===== config.mk =====
export PLATFORM = sky130hd
export DESIGN_NAME = life_generation_row_stepper_unit_flat
export DESIGN_NICKNAME = d
export VERILOG_FILES = /design/src/rtl/core/lgrs_pkg.sv /design/src/rtl/core/lgrs_if.sv /design/src/rtl/core/life_generation_row_stepper_unit.sv /design/src/rtl/core/lgrs_lane.sv /design/src/rtl/core/lgrs_res_fifo.sv /design/src/flat_wrapper.sv
export SDC_FILE = /design/constraint.sdc
export NUM_CORES = 2
export LEC_CHECK = 0
export ABC_AREA = 1
export BUFFER_PORTS_ARGS = -buffer_cell sky130_fd_sc_hd__clkbuf_2
export CORE_MARGIN = 2
export CORE_UTILIZATION = 50
export DETAILED_ROUTE_END_ITERATION = 8
export MAX_ROUTING_LAYER = met4
export PLACE_DENSITY_LB_ADDON = 0.12
export SYNTH_ARGS = -nofsm -noshare
export SYNTH_HDL_FRONTEND = slang
export SYNTH_SLANG_ARGS = --single-unit
export TNS_END_PERCENT = 100

===== constraint.sdc =====
create_clock -name clk -period 16.35 [get_ports clk]
set_input_delay 2.4525 -clock clk [delete_from_list [all_inputs] [get_ports clk]]
set_output_delay 2.4525 -clock clk [all_outputs]
set_load 0.05 [all_outputs]

===== src/rtl/core/lgrs_pkg.sv =====
// Package: widths, register indexes and the result word type for the row stepper.
package lgrs_pkg;

  localparam int MAX_WIDTH    = 64;
  localparam int MAX_HEIGHT   = 4096;
  localparam int ROW_W        = MAX_WIDTH;
  localparam int ROWNUM_W     = $clog2(MAX_HEIGHT);
  localparam int GW_W         = 7;
  localparam int GH_W         = 13;
  localparam int CFG_IDX_W    = 2;
  localparam int CFG_DATA_W   = 13;
  localparam int FIFO_DEPTH   = 4;
  localparam int FIFO_PTR_W   = $clog2(FIFO_DEPTH);
  localparam int FIFO_CNT_W   = FIFO_PTR_W + 1;

  localparam logic [CFG_IDX_W-1:0] REG_GRID_WIDTH  = 2'd0;
  localparam logic [CFG_IDX_W-1:0] REG_GRID_HEIGHT = 2'd1;

  localparam logic [GW_W-1:0] GRID_WIDTH_RST  = 7'd64;
  localparam logic [GH_W-1:0] GRID_HEIGHT_RST = 13'd64;

  typedef struct packed {
    logic [ROW_W-1:0]    next_row_bits;
    logic [ROWNUM_W-1:0] row_number;
    logic                end_of_generation;
    logic                generation_stable;
    logic                last_of_burst;
  } res_t;

  typedef struct packed {
    logic push_a;
    logic push_b;
  } push_t;

endpackage


===== src/rtl/core/lgrs_if.sv =====
// Interfaces: row input channel and result channel, valid/ready handshake.
interface lgrs_row_if;
  import lgrs_pkg::*;
  logic             valid;
  logic             ready;
  logic [ROW_W-1:0] row_bits;
  modport source (output valid, output row_bits, input ready);
  modport sink   (input valid, input row_bits, output ready);
endinterface

interface lgrs_res_if;
  import lgrs_pkg::*;
  logic                valid;
  logic                ready;
  logic [ROW_W-1:0]    next_row_bits;
  logic [ROWNUM_W-1:0] row_number;
  logic                end_of_generation;
  logic                generation_stable;
  logic                last_of_burst;
  modport source (output valid, output next_row_bits, output row_number,
                  output end_of_generation, output generation_stable,
                  output last_of_burst, input ready);
  modport sink   (input valid, input next_row_bits, input row_number,
                  input end_of_generation, input generation_stable,
                  input last_of_burst, output ready);
endinterface


===== src/rtl/core/life_generation_row_stepper_unit.sv =====
// Top level: Game of Life B3/S23 row stepper with 64 cell lanes and a result queue.
//
// Rows enter on in_ch, top row first, one word per row; bit x is column x.
// Results leave on out_ch one row behind the input: each row word causes the
// previous row's next generation, and the last row of a generation also
// causes the bottom row, flagged end_of_generation (and generation_stable
// when no cell changed). last_of_burst marks the final word caused by a row.
// All 64 column lanes evaluate in the cycle a row is accepted; the merge
// stage masks to the grid width and writes one or two words into a
// four-entry result queue. Throughput is one row per cycle while rows cause
// one result and out_ch is not stalled; a last row adds two words, which
// leave by the single read port of the queue. in_ch.ready is high while two
// queue entries are free, so a stalled receiver holds out_ch steady and
// backs up the input once three words wait in the queue. Configuration
// (cfg_idx 0 grid width, 1 grid height) is written by the user only while
// idle; the block does not enforce this. Synchronous reset empties the queue,
// clears the held rows and row count, and sets width and height to 64.
module life_generation_row_stepper_unit (
  input  logic                             clk,
  input  logic                             rst_n,
  input  logic                             cfg_we,
  input  logic [lgrs_pkg::CFG_IDX_W-1:0]   cfg_idx,
  input  logic [lgrs_pkg::CFG_DATA_W-1:0]  cfg_wdata,
  lgrs_row_if.sink                         in_ch,
  lgrs_res_if.source                       out_ch
);
  import lgrs_pkg::*;

  logic [GW_W-1:0]     width_r;
  logic [GH_W-1:0]     height_r;
  logic [ROW_W-1:0]    older_r, mid_r;
  logic [ROWNUM_W-1:0] rows_r;
  logic                any_r;

  logic [GW_W-1:0]     w_eff;
  logic [GH_W-1:0]     h_eff;
  logic [ROW_W-1:0]    mask;
  logic [ROW_W-1:0]    row_m;
  logic [ROW_W-1:0]    lane_out;
  logic [ROW_W-1:0]    evo_row;
  logic [ROW_W-1:0]    next_row;
  logic [ROW_W+1:0]    above_p, cur_p, below_p;
  logic                accept, last, have_prev, any_nxt, room2, q_valid;
  push_t               push;
  res_t                res_a, res_b, res0, res1, head;

  always_ff @(posedge clk) begin
    if (!rst_n) begin
      width_r  <= GRID_WIDTH_RST;
      height_r <= GRID_HEIGHT_RST;
    end else if (cfg_we) begin
      case (cfg_idx)
        REG_GRID_WIDTH:  width_r  <= cfg_wdata[GW_W-1:0];
        REG_GRID_HEIGHT: height_r <= cfg_wdata[GH_W-1:0];
        default: ;
      endcase
    end
  end

  always_comb begin
    if (width_r == '0)                      w_eff = GW_W'(1);
    else if (width_r > GW_W'(MAX_WIDTH))    w_eff = GW_W'(MAX_WIDTH);
    else                                    w_eff = width_r;
    if (height_r == '0)                     h_eff = GH_W'(1);
    else if (height_r > GH_W'(MAX_HEIGHT))  h_eff = GH_W'(MAX_HEIGHT);
    else                                    h_eff = height_r;
  end

  assign row_m   = in_ch.row_bits & mask;
  assign above_p = {1'b0, older_r, 1'b0};
  assign cur_p   = {1'b0, mid_r, 1'b0};
  assign below_p = {1'b0, row_m, 1'b0};

  for (genvar x = 0; x < ROW_W; x++) begin : g_lane
    lgrs_lane u_lane (
      .above     (above_p[x+2:x]),
      .cur       (cur_p[x+2:x]),
      .below     (below_p[x+2:x]),
      .alive_nxt (lane_out[x])
    );
    assign mask[x] = (GW_W'(x) < w_eff);
    // border columns keep the current cell
    assign evo_row[x] = mask[x] &
        (((x != 0) && (GW_W'(x + 1) < w_eff)) ? lane_out[x] : mid_r[x]);
  end

  // merge: top and bottom rows are copied, interior rows take the lane results
  always_comb begin
    last      = ({1'b0, rows_r} + GH_W'(1)) >= h_eff;
    have_prev = (rows_r != '0);
    next_row  = (rows_r == ROWNUM_W'(1)) ? mid_r : evo_row;
    any_nxt   = any_r || (have_prev && (next_row != mid_r));

    res0.next_row_bits     = next_row;
    res0.row_number        = rows_r - ROWNUM_W'(1);
    res0.end_of_generation = 1'b0;
    res0.generation_stable = 1'b0;
    res0.last_of_burst     = !last;

    res1.next_row_bits     = row_m;
    res1.row_number        = rows_r;
    res1.end_of_generation = 1'b1;
    res1.generation_stable = !any_nxt;
    res1.last_of_burst     = 1'b1;

    accept      = in_ch.valid && room2;
    push.push_a = accept && (have_prev || last);
    push.push_b = accept && have_prev && last;
    res_a       = have_prev ? res0 : res1;
    res_b       = res1;
  end

  assign in_ch.ready = room2;

  always_ff @(posedge clk) begin
    if (!rst_n) begin
      older_r <= '0;
      mid_r   <= '0;
      rows_r  <= '0;
      any_r   <= 1'b0;
    end else if (accept) begin
      if (last) begin
        older_r <= '0;
        mid_r   <= '0;
        rows_r  <= '0;
        any_r   <= 1'b0;
      end else begin
        older_r <= mid_r;
        mid_r   <= row_m;
        rows_r  <= rows_r + ROWNUM_W'(1);
        any_r   <= any_nxt;
      end
    end
  end

  lgrs_res_fifo u_fifo (
    .clk       (clk),
    .rst_n     (rst_n),
    .push      (push),
    .data_a    (res_a),
    .data_b    (res_b),
    .pop       (out_ch.ready),
    .head      (head),
    .not_empty (q_valid),
    .room2     (room2)
  );

  assign out_ch.valid             = q_valid;
  assign out_ch.next_row_bits     = head.next_row_bits;
  assign out_ch.row_number        = head.row_number;
  assign out_ch.end_of_generation = head.end_of_generation;
  assign out_ch.generation_stable = head.generation_stable;
  assign out_ch.last_of_burst     = head.last_of_burst;
endmodule


===== src/rtl/core/lgrs_lane.sv =====
// One cell lane: neighbour count and B3/S23 rule for a single column.
module lgrs_lane (
  input  logic [2:0] above,
  input  logic [2:0] cur,
  input  logic [2:0] below,
  output logic       alive_nxt
);
  logic [3:0] cnt;

  always_comb begin
    cnt = 4'(above[0]) + 4'(above[1]) + 4'(above[2])
        + 4'(cur[0]) + 4'(cur[2])
        + 4'(below[0]) + 4'(below[1]) + 4'(below[2]);
    alive_nxt = cur[1] ? ((cnt == 4'd2) || (cnt == 4'd3)) : (cnt == 4'd3);
  end
endmodule


===== src/rtl/core/lgrs_res_fifo.sv =====
// Result queue: up to two words written per cycle, one read per cycle.
module lgrs_res_fifo (
  input  logic            clk,
  input  logic            rst_n,
  input  lgrs_pkg::push_t push,
  input  lgrs_pkg::res_t  data_a,
  input  lgrs_pkg::res_t  data_b,
  input  logic            pop,
  output lgrs_pkg::res_t  head,
  output logic            not_empty,
  output logic            room2
);
  import lgrs_pkg::*;

  res_t                  mem_r [FIFO_DEPTH];
  logic [FIFO_PTR_W-1:0] wr_ptr_r, wr_ptr_nxt;
  logic [FIFO_PTR_W-1:0] rd_ptr_r, rd_ptr_nxt;
  logic [FIFO_CNT_W-1:0] cnt_r, cnt_nxt;
  logic [FIFO_CNT_W-1:0] n_push;
  logic                  do_pop;

  assign not_empty = (cnt_r != '0);
  assign room2     = (cnt_r <= FIFO_CNT_W'(FIFO_DEPTH - 2));
  assign head      = mem_r[rd_ptr_r];
  assign do_pop    = pop && not_empty;

  always_comb begin
    n_push     = FIFO_CNT_W'(push.push_a) + FIFO_CNT_W'(push.push_b);
    wr_ptr_nxt = wr_ptr_r + FIFO_PTR_W'(n_push);
    rd_ptr_nxt = rd_ptr_r + FIFO_PTR_W'(do_pop);
    cnt_nxt    = cnt_r + n_push - FIFO_CNT_W'(do_pop);
  end

  always_ff @(posedge clk) begin
    if (!rst_n) begin
      wr_ptr_r <= '0;
      rd_ptr_r <= '0;
      cnt_r    <= '0;
    end else begin
      wr_ptr_r <= wr_ptr_nxt;
      rd_ptr_r <= rd_ptr_nxt;
      cnt_r    <= cnt_nxt;
    end
  end

  always_ff @(posedge clk) begin
    if (push.push_a) begin
      mem_r[wr_ptr_r] <= data_a;
    end
    if (push.push_b) begin
      mem_r[wr_ptr_r + FIFO_PTR_W'(1)] <= data_b;
    end
  end
endmodule


===== src/flat_wrapper.sv =====
// flat-port wrapper written by rule: the top's interface ports become plain ports
module life_generation_row_stepper_unit_flat import lgrs_pkg::*;
  (clk, rst_n, cfg_we, cfg_idx, cfg_wdata, in_ch_valid, in_ch_row_bits, in_ch_ready, out_ch_valid, out_ch_next_row_bits, out_ch_row_number, out_ch_end_of_generation, out_ch_generation_stable, out_ch_last_of_burst, out_ch_ready);
  lgrs_row_if in_ch_i ();
  lgrs_res_if out_ch_i ();
  input  logic clk;
  input  logic rst_n;
  input  logic cfg_we;
  input  logic [lgrs_pkg::CFG_IDX_W-1:0] cfg_idx;
  input  logic [lgrs_pkg::CFG_DATA_W-1:0] cfg_wdata;
  input wire logic [$bits(in_ch_i.valid)-1:0] in_ch_valid;
  input wire logic [$bits(in_ch_i.row_bits)-1:0] in_ch_row_bits;
  output wire logic [$bits(in_ch_i.ready)-1:0] in_ch_ready;
  output wire logic [$bits(out_ch_i.valid)-1:0] out_ch_valid;
  output wire logic [$bits(out_ch_i.next_row_bits)-1:0] out_ch_next_row_bits;
  output wire logic [$bits(out_ch_i.row_number)-1:0] out_ch_row_number;
  output wire logic [$bits(out_ch_i.end_of_generation)-1:0] out_ch_end_of_generation;
  output wire logic [$bits(out_ch_i.generation_stable)-1:0] out_ch_generation_stable;
  output wire logic [$bits(out_ch_i.last_of_burst)-1:0] out_ch_last_of_burst;
  input wire logic [$bits(out_ch_i.ready)-1:0] out_ch_ready;
  assign in_ch_i.valid = in_ch_valid;
  assign in_ch_i.row_bits = in_ch_row_bits;
  assign in_ch_ready = in_ch_i.ready;
  assign out_ch_valid = out_ch_i.valid;
  assign out_ch_next_row_bits = out_ch_i.next_row_bits;
  assign out_ch_row_number = out_ch_i.row_number;
  assign out_ch_end_of_generation = out_ch_i.end_of_generation;
  assign out_ch_generation_stable = out_ch_i.generation_stable;
  assign out_ch_last_of_burst = out_ch_i.last_of_burst;
  assign out_ch_i.ready = out_ch_ready;
  life_generation_row_stepper_unit u_core (.clk(clk), .rst_n(rst_n), .cfg_we(cfg_we), .cfg_idx(cfg_idx), .cfg_wdata(cfg_wdata), .in_ch(in_ch_i), .out_ch(out_ch_i));
endmodule

# --- After elaboration in Yosys (flattened, before gate mapping) ---
# Memories as Yosys holds them, arrays and structs flattened. A register that Yosys moved wholly into a read port is not among the register bits.
# Index checks and enable logic that the tools add are counted.
# Widths: inputs -> output; s select.
op_classes:
  n_bitwise: 65
  reduce_logical: 80
  magnitude_cmp: 69
  addsub: 447
  eq_ne: 129
  n_mux: 141
op_table:
  columns: ["cell", "n"]
  rows:
  - ["$add 4x1->4", 375]
  - ["$eq 4x2->1 const B", 126]
  - ["$lt 6x7->1 const A", 32]
  - ["$mux 64", 3]
  - ["$mux 1", 131]
  - ["$add 1x1->2", 64]
  - ["$lt 5x7->1 const A", 16]
  - ["$mux 79", 1]
  - ["$logic_or 1x1->1", 65]
  - ["$and 1x1->1", 64]
  - ["$and 64x64->64", 1]
  - ["$ne 64x64->1", 1]
  - ["$lt 4x7->1 const A", 8]
  - ["$lt 3x7->1 const A", 4]
  - ["$mux 13", 2]
  - ["$lt 1x7->1 const A", 2]
  - ["$lt 2x7->1 const A", 2]
  - ["$mux 7", 2]
  - ["$add 12x1->13 const B", 1]
  - ["$ge 13x13->1", 1]
  - ["$gt 13x13->1 const B", 1]
  - ["$logic_not 13->1", 1]
  - ["$add 12x1->12 const B", 1]
  - ["$eq 12x1->1 const B", 1]
  - ["19 further kinds", 26]
totals:
  output_inout_bits: 81
  n_memories: 1
  in_bits: 84
  ramBits: 316
  regBits: 168
memory_table:
  columns: ["memory", "words", "width", "rd", "rd_clocked_by_memory_dff", "wr", "line_no", "rtl"]
  rows:
  - ["u_core.u_fifo.mem_r", 4, 79, 1, 1, 2, "lgrs_res_fifo.sv:15", "res_t mem_r [FIFO_DEPTH];"]

# --- Depth between registers and ports, before layout ---
logic_depth:
  word_depth: 19
  mapped_depth: 35

# --- Modules after synthesis ---
# Synthesis repeated with hierarchy kept, for this count alone.
unflattened:
  hier_cells: 5444
  area_unflattened_um2: 39683.1
by_module_without_submodules:
  columns: ["mod", "instances", "area_each_um2", "cells_each"]
  rows:
  - ["lgrs_res_fifo", 1, 16143.0, 1762]
  - ["lgrs_lane", 62, 200.2, 28]
  - ["life_generation_row_stepper_unit", 1, 11128.2, 1946]

# --- Worst setup path after synthesis ---
# No wires, ideal clock.
synth_timing:
  path_type: "in2reg"
  from: "input in_ch_row_bits[16]"
  to: "memory u_core.u_fifo.mem_r[1][1] (netlist bit), data pin"
  path_stages: 20
  path_slack_ns: 10.454
  setup_ns: 0.146
  t_required_ns: 16.204
  arrival_ns: 5.750
  path_buffers: 0
  cell_sequence: "nand3_1 -> fa_1 -> fa_1 -> inv_1 -> fa_1 -> inv_1 -> fa_1 -> nor3_1 -> nand2_1 -> o21ai_1 -> nand2_1 -> nand3_1 -> nand2_1 -> nor2_1 -> nand2_1 -> nor2_1 -> nand2_1 -> nor2_2 -> a21oi_2 -> a21oi_1"
synth_lines:
  columns: ["item", "line_no", "rtl"]
  rows:
  - ["from (decl)", "flat_wrapper.sv:12", "input wire logic [$bits(in_ch_i.row_bits)-1:0] in_ch_row_bits;"]
  - ["to (decl)", "lgrs_res_fifo.sv:15", null]

==> reports/qor.csv <==
stage,metric,value,unit
critical_path,CP max FO,13,
logic_synthesis,Post-Synth Simple-Gate Area,0.167,
drt,drt total wl,127000,um
final_layout,Area Overhead vs Synth,9.89,%
logic_synthesis,largest family of logic cells by synthesized area,adder cells,
clocking,post-CTS setup buffer count,0,
logic_synthesis,most frequent cell after synthesis,nand2_1,
critical_path,Crit path largest cell delay,0.92,ns
placed_design,placed instance count,5284,
timing,RSZ-0062 raised after global routing,no,
clocking,htree depth,2,
floorplanning,Die H,272,um
global_route,global-route wire length before repair,191000,um
final_layout,share of layout cells above drive strength 1,0.0853,
timing,setup TNS,0,ns
timing,maximum clock frequency,0.148,GHz
critical_path,crit path from,u_core.width_r[6],
critical_path,CP arrival,7.10,ns
timing,max-slew violations,0,
power_and_ir_drop,Lkg Pwr,17.5,nW
logic_synthesis,cell area after synthesis,36000,um^2
global_route,total global routing track utilization,0.351,
critical_path,crit path kind,reg2reg,
critical_path,CP max stage cell,o21ai_0,
timing,setup violators final,0,
clocking,Worst-path clk slew,0.06,ns
placed_design,Detailed Place HPWL,85700,um
hold_path,worst hold path class,reg2reg,
final_layout,area occupied by multi-input gates,20000,um^2
floorplanning,std cell rows,98,
timing,Least-Margin Pin Slew,1.19,ns
logic_synthesis,number of synthesized flops with an enable pin,308,
final_layout,sequential cell area,12800,um^2
logic_synthesis,Ys Warns,0,
critical_path,required time of the worst setup path,16.70,ns
logic_synthesis,Synth cell types,55,
global_route,vias in the first global route,30600,
final_layout,layout net count,4935,
final_layout,post-route non-filler standard cell count,5397,
floorplanning,die area,74200,um^2
critical_path,most frequent CP cell,fa_1,
global_route,largest net degree at the start of global routing,81,
drt,antenna violation net count after detailed routing,0,
drt,vias,32400,
power_and_ir_drop,Max IR drop VDD,0.000137,V
timing,Slew HR,0.208,
logic_synthesis,Synth Area in Compound Gates,0.166,
drt,DRC,0,
run_status,status,"complete, no violations",
clocking,Clock Tree Buf Depth,3,
power_and_ir_drop,pwr dens,143,nW/um^2
logic_synthesis,post-synthesis register bit count,484,
logic_synthesis,post-synth top area share,0.257,
logic_synthesis,Syn Area/Cell,8.29,um^2
logic_synthesis,Yosys top cell by area,edfxtp_1,
floorplanning,Initial Util,0.505,
logic_synthesis,Post-synth ARST share,0,
global_route,total gr overflow,0,
clocking,post_cts resized,0,
logic_synthesis,Syn Inst Count,4346,
clocking,clock root buffer,clkbuf_16,
logic_synthesis,Synth Area in XOR/XNOR,0.00802,
logic_synthesis,sequential area share after synthesis,0.355,
clocking,clk sinks,484,
floorplanning,I/O pin total,165,
drt,Avg WL per Cell,23.6,um
timing,clock skew,0.0179,ns
critical_path,worst r2r src,u_core.width_r[6],
final_layout,Fill cells,6624,
clocking,CTS tree,built,
logic_synthesis,Synth area leaders,"edfxtp_1 26%, fa_1 14%, dfxtp_1 9.8%, nand2_1 8.3%, ha_1 7.2%",
timing,crit share post-route,0.413,
logic_synthesis,"top cells by count, synth","801 x nand2_1, 649 x inv_1, 386 x nor2_1",
drt,routed vias/inst,6.00,
logic_synthesis,mux contribution to synthesized area,0,
floorplanning,Core Footprint,71400,um^2
logic_synthesis,dominant synthesized flop cell,edfxtp_1,
run,maxcap violations,0,
hold_path,HP Start,u_core.u_fifo.mem_r[1][0],
drt,DR iter-0 viols,3797,
placed_design,I/O Buffers,164,
global_route,initial antenna violation count,4,
final_layout,Final Cell Area,39600,um^2
timing,Final Hold Viols,0,
timing,min Tclk post-route,6.75,ns
placed_design,placed standard-cell area,37500,um^2
floorplanning,Die Wd,272,um
clocking,Inserted Clock Buffers,58,
placed_design,RePlAce Congestion,0.994,
final_layout,fin util,0.555,
clocking,cts hold-fix bufs,0,
drt,TritonRoute pass-1 iters,5,
clocking,Worst-Skew Late Latency,0.65,ns
logic_synthesis,Mapped Nets,4887,
critical_path,Critical Path Source Type,flop,
critical_path,Worst setup EP type,flop,
logic_synthesis,Post-Synth Adder-Cell Area,0.211,
critical_path,crit-path cells,"inv_2, nand2_2, inv_2, nand2_4, o21ai_0, nand2_1, fa_1, fa_1, fa_1, fa_1, xor2_1, o2111ai_1, o22ai_1, nand2_1, nand2_1, nand3_1, o21ai_0, nor2_1, nand3_1, nor2_2, a21oi_2, a21oi_1",
-- path summary, 6_finish.rpt --
path	endpoint	slack, ns	depth (start not counted)
worst max-delay path	u_core.u_fifo.mem_r[1][1]	9.60	22
worst min-delay path	u_core.u_fifo.mem_r[1][0]	0.47	1
worst max register to register	u_core.u_fifo.mem_r[1][1]	9.60	22
worst min register to register	u_core.u_fifo.mem_r[1][0]	0.47	1
-- registers in the layout, summed over array words and instances (netlist names) --
| signal | cells |
|---|---|
| u_core.height_r | 13 |
| u_core.width_r | 7 |
| u_core.u_fifo.wr_ptr_r | 2 |
| u_core.rows_r | 12 |
| u_core.any_r | 1 |
| u_core.u_fifo.cnt_r | 3 |
| u_core.u_fifo.rd_ptr_r | 2 |
| u_core.older_r | 64 |
| u_core.u_fifo.mem_r | 316 |
| u_core.mid_r | 64 |
-- worst max-delay path, delay by kind of cell (launching register included) --
| family | cells | cell delay [ns] |
|---|---|---|
| buf+inv | 2 | 0.45 |
| simple gates | 9 | 1.46 |
| fa+ha+maj | 4 | 1.94 |
| compound gates | 6 | 2.04 |
| flops | 1 | 0.40 |
| xor+xnor | 1 | 0.13 |
-- cell type report --
cell class	count	area share
antenna	3	0.000190
inverter	678	0.0644
clock inverter	35	0.00983
timing repair buffer	194	0.0267
multi-input combinational	2978	0.504
tap	950	0.0300
sequential	484	0.323
clock buffer	75	0.0416
-- per-stage QoR --
stage / setup slack [ns] / power [W] / hold WS (ns)
final: 9.60 / 0.00566 / 0.468
after global placement: 9.47 / 0.00418 / 0.444
after floorplan: 10.45 / 0.00337 / 0.435
after CTS: 9.96 / 0.00560 / 0.467
after global routing: 9.47 / 0.00595 / 0.496
after detailed placement: 9.45 / 0.00421 / 0.452
-- kinds of logic (layout without fill, tap and decap cells) --
| logic type | Yosys count | in the layout |
|---|---|---|
| adder cells (fa/ha/maj) | 457 | 457 |
| buffers and inverters | 884 | 982 |
| AND/OR/NAND/NOR | 1445 | 1445 |
| other | 0 | 3 |
| AO/OA/AOI/OAI | 1043 | 1043 |
| XOR/XNOR | 33 | 33 |
| flip-flops | 484 | 484 |
-- per-layer routing --
metal / up-vias / track usage / share of wire
li1: 14700 / - / -
met1: 15500 / 0.482 / 0.42
met2: 1836 / 0.520 / 0.44
met3: 255 / 0.0636 / 0.11
met4: 0 / 0.127 / 0.038
met5: - / - / 0
-- cell usage in the layout, fill, tap and decap left out, types with 9 or more instances in the layout --
master	netlist	layout
nand2_1	801	793
inv_1	649	646
nor2_1	386	385
o22ai_1	384	384
o21ai_0	328	328
edfxtp_1	308	308
fa_1	249	249
ha_1	208	208
a21oi_1	207	207
dfxtp_1	176	174
clkbuf_2	0	164
nand3_1	146	146
clkbuf_16	0	60
nand4_1	39	39
o211ai_1	31	31
inv_2	27	29
buf_4	4	29
a31oi_1	28	28
xor2_1	26	26
nor3_1	20	20
o21ai_1	17	17
clkinv_2	0	12
nand3b_1	11	11
a22oi_1	11	11
nand2_4	5	10
clkbuf_8	0	9
-- power by group --
part / switching (W) / internal (W) / leakage [nW]
Clock: 0.000582 / 0.000824 / 1.00
Combinational: 0.00203 / 0.000738 / 11.8
Sequential: 0.0000784 / 0.00140 / 4.66
Note: power is estimated with default switching activity, not from simulation.
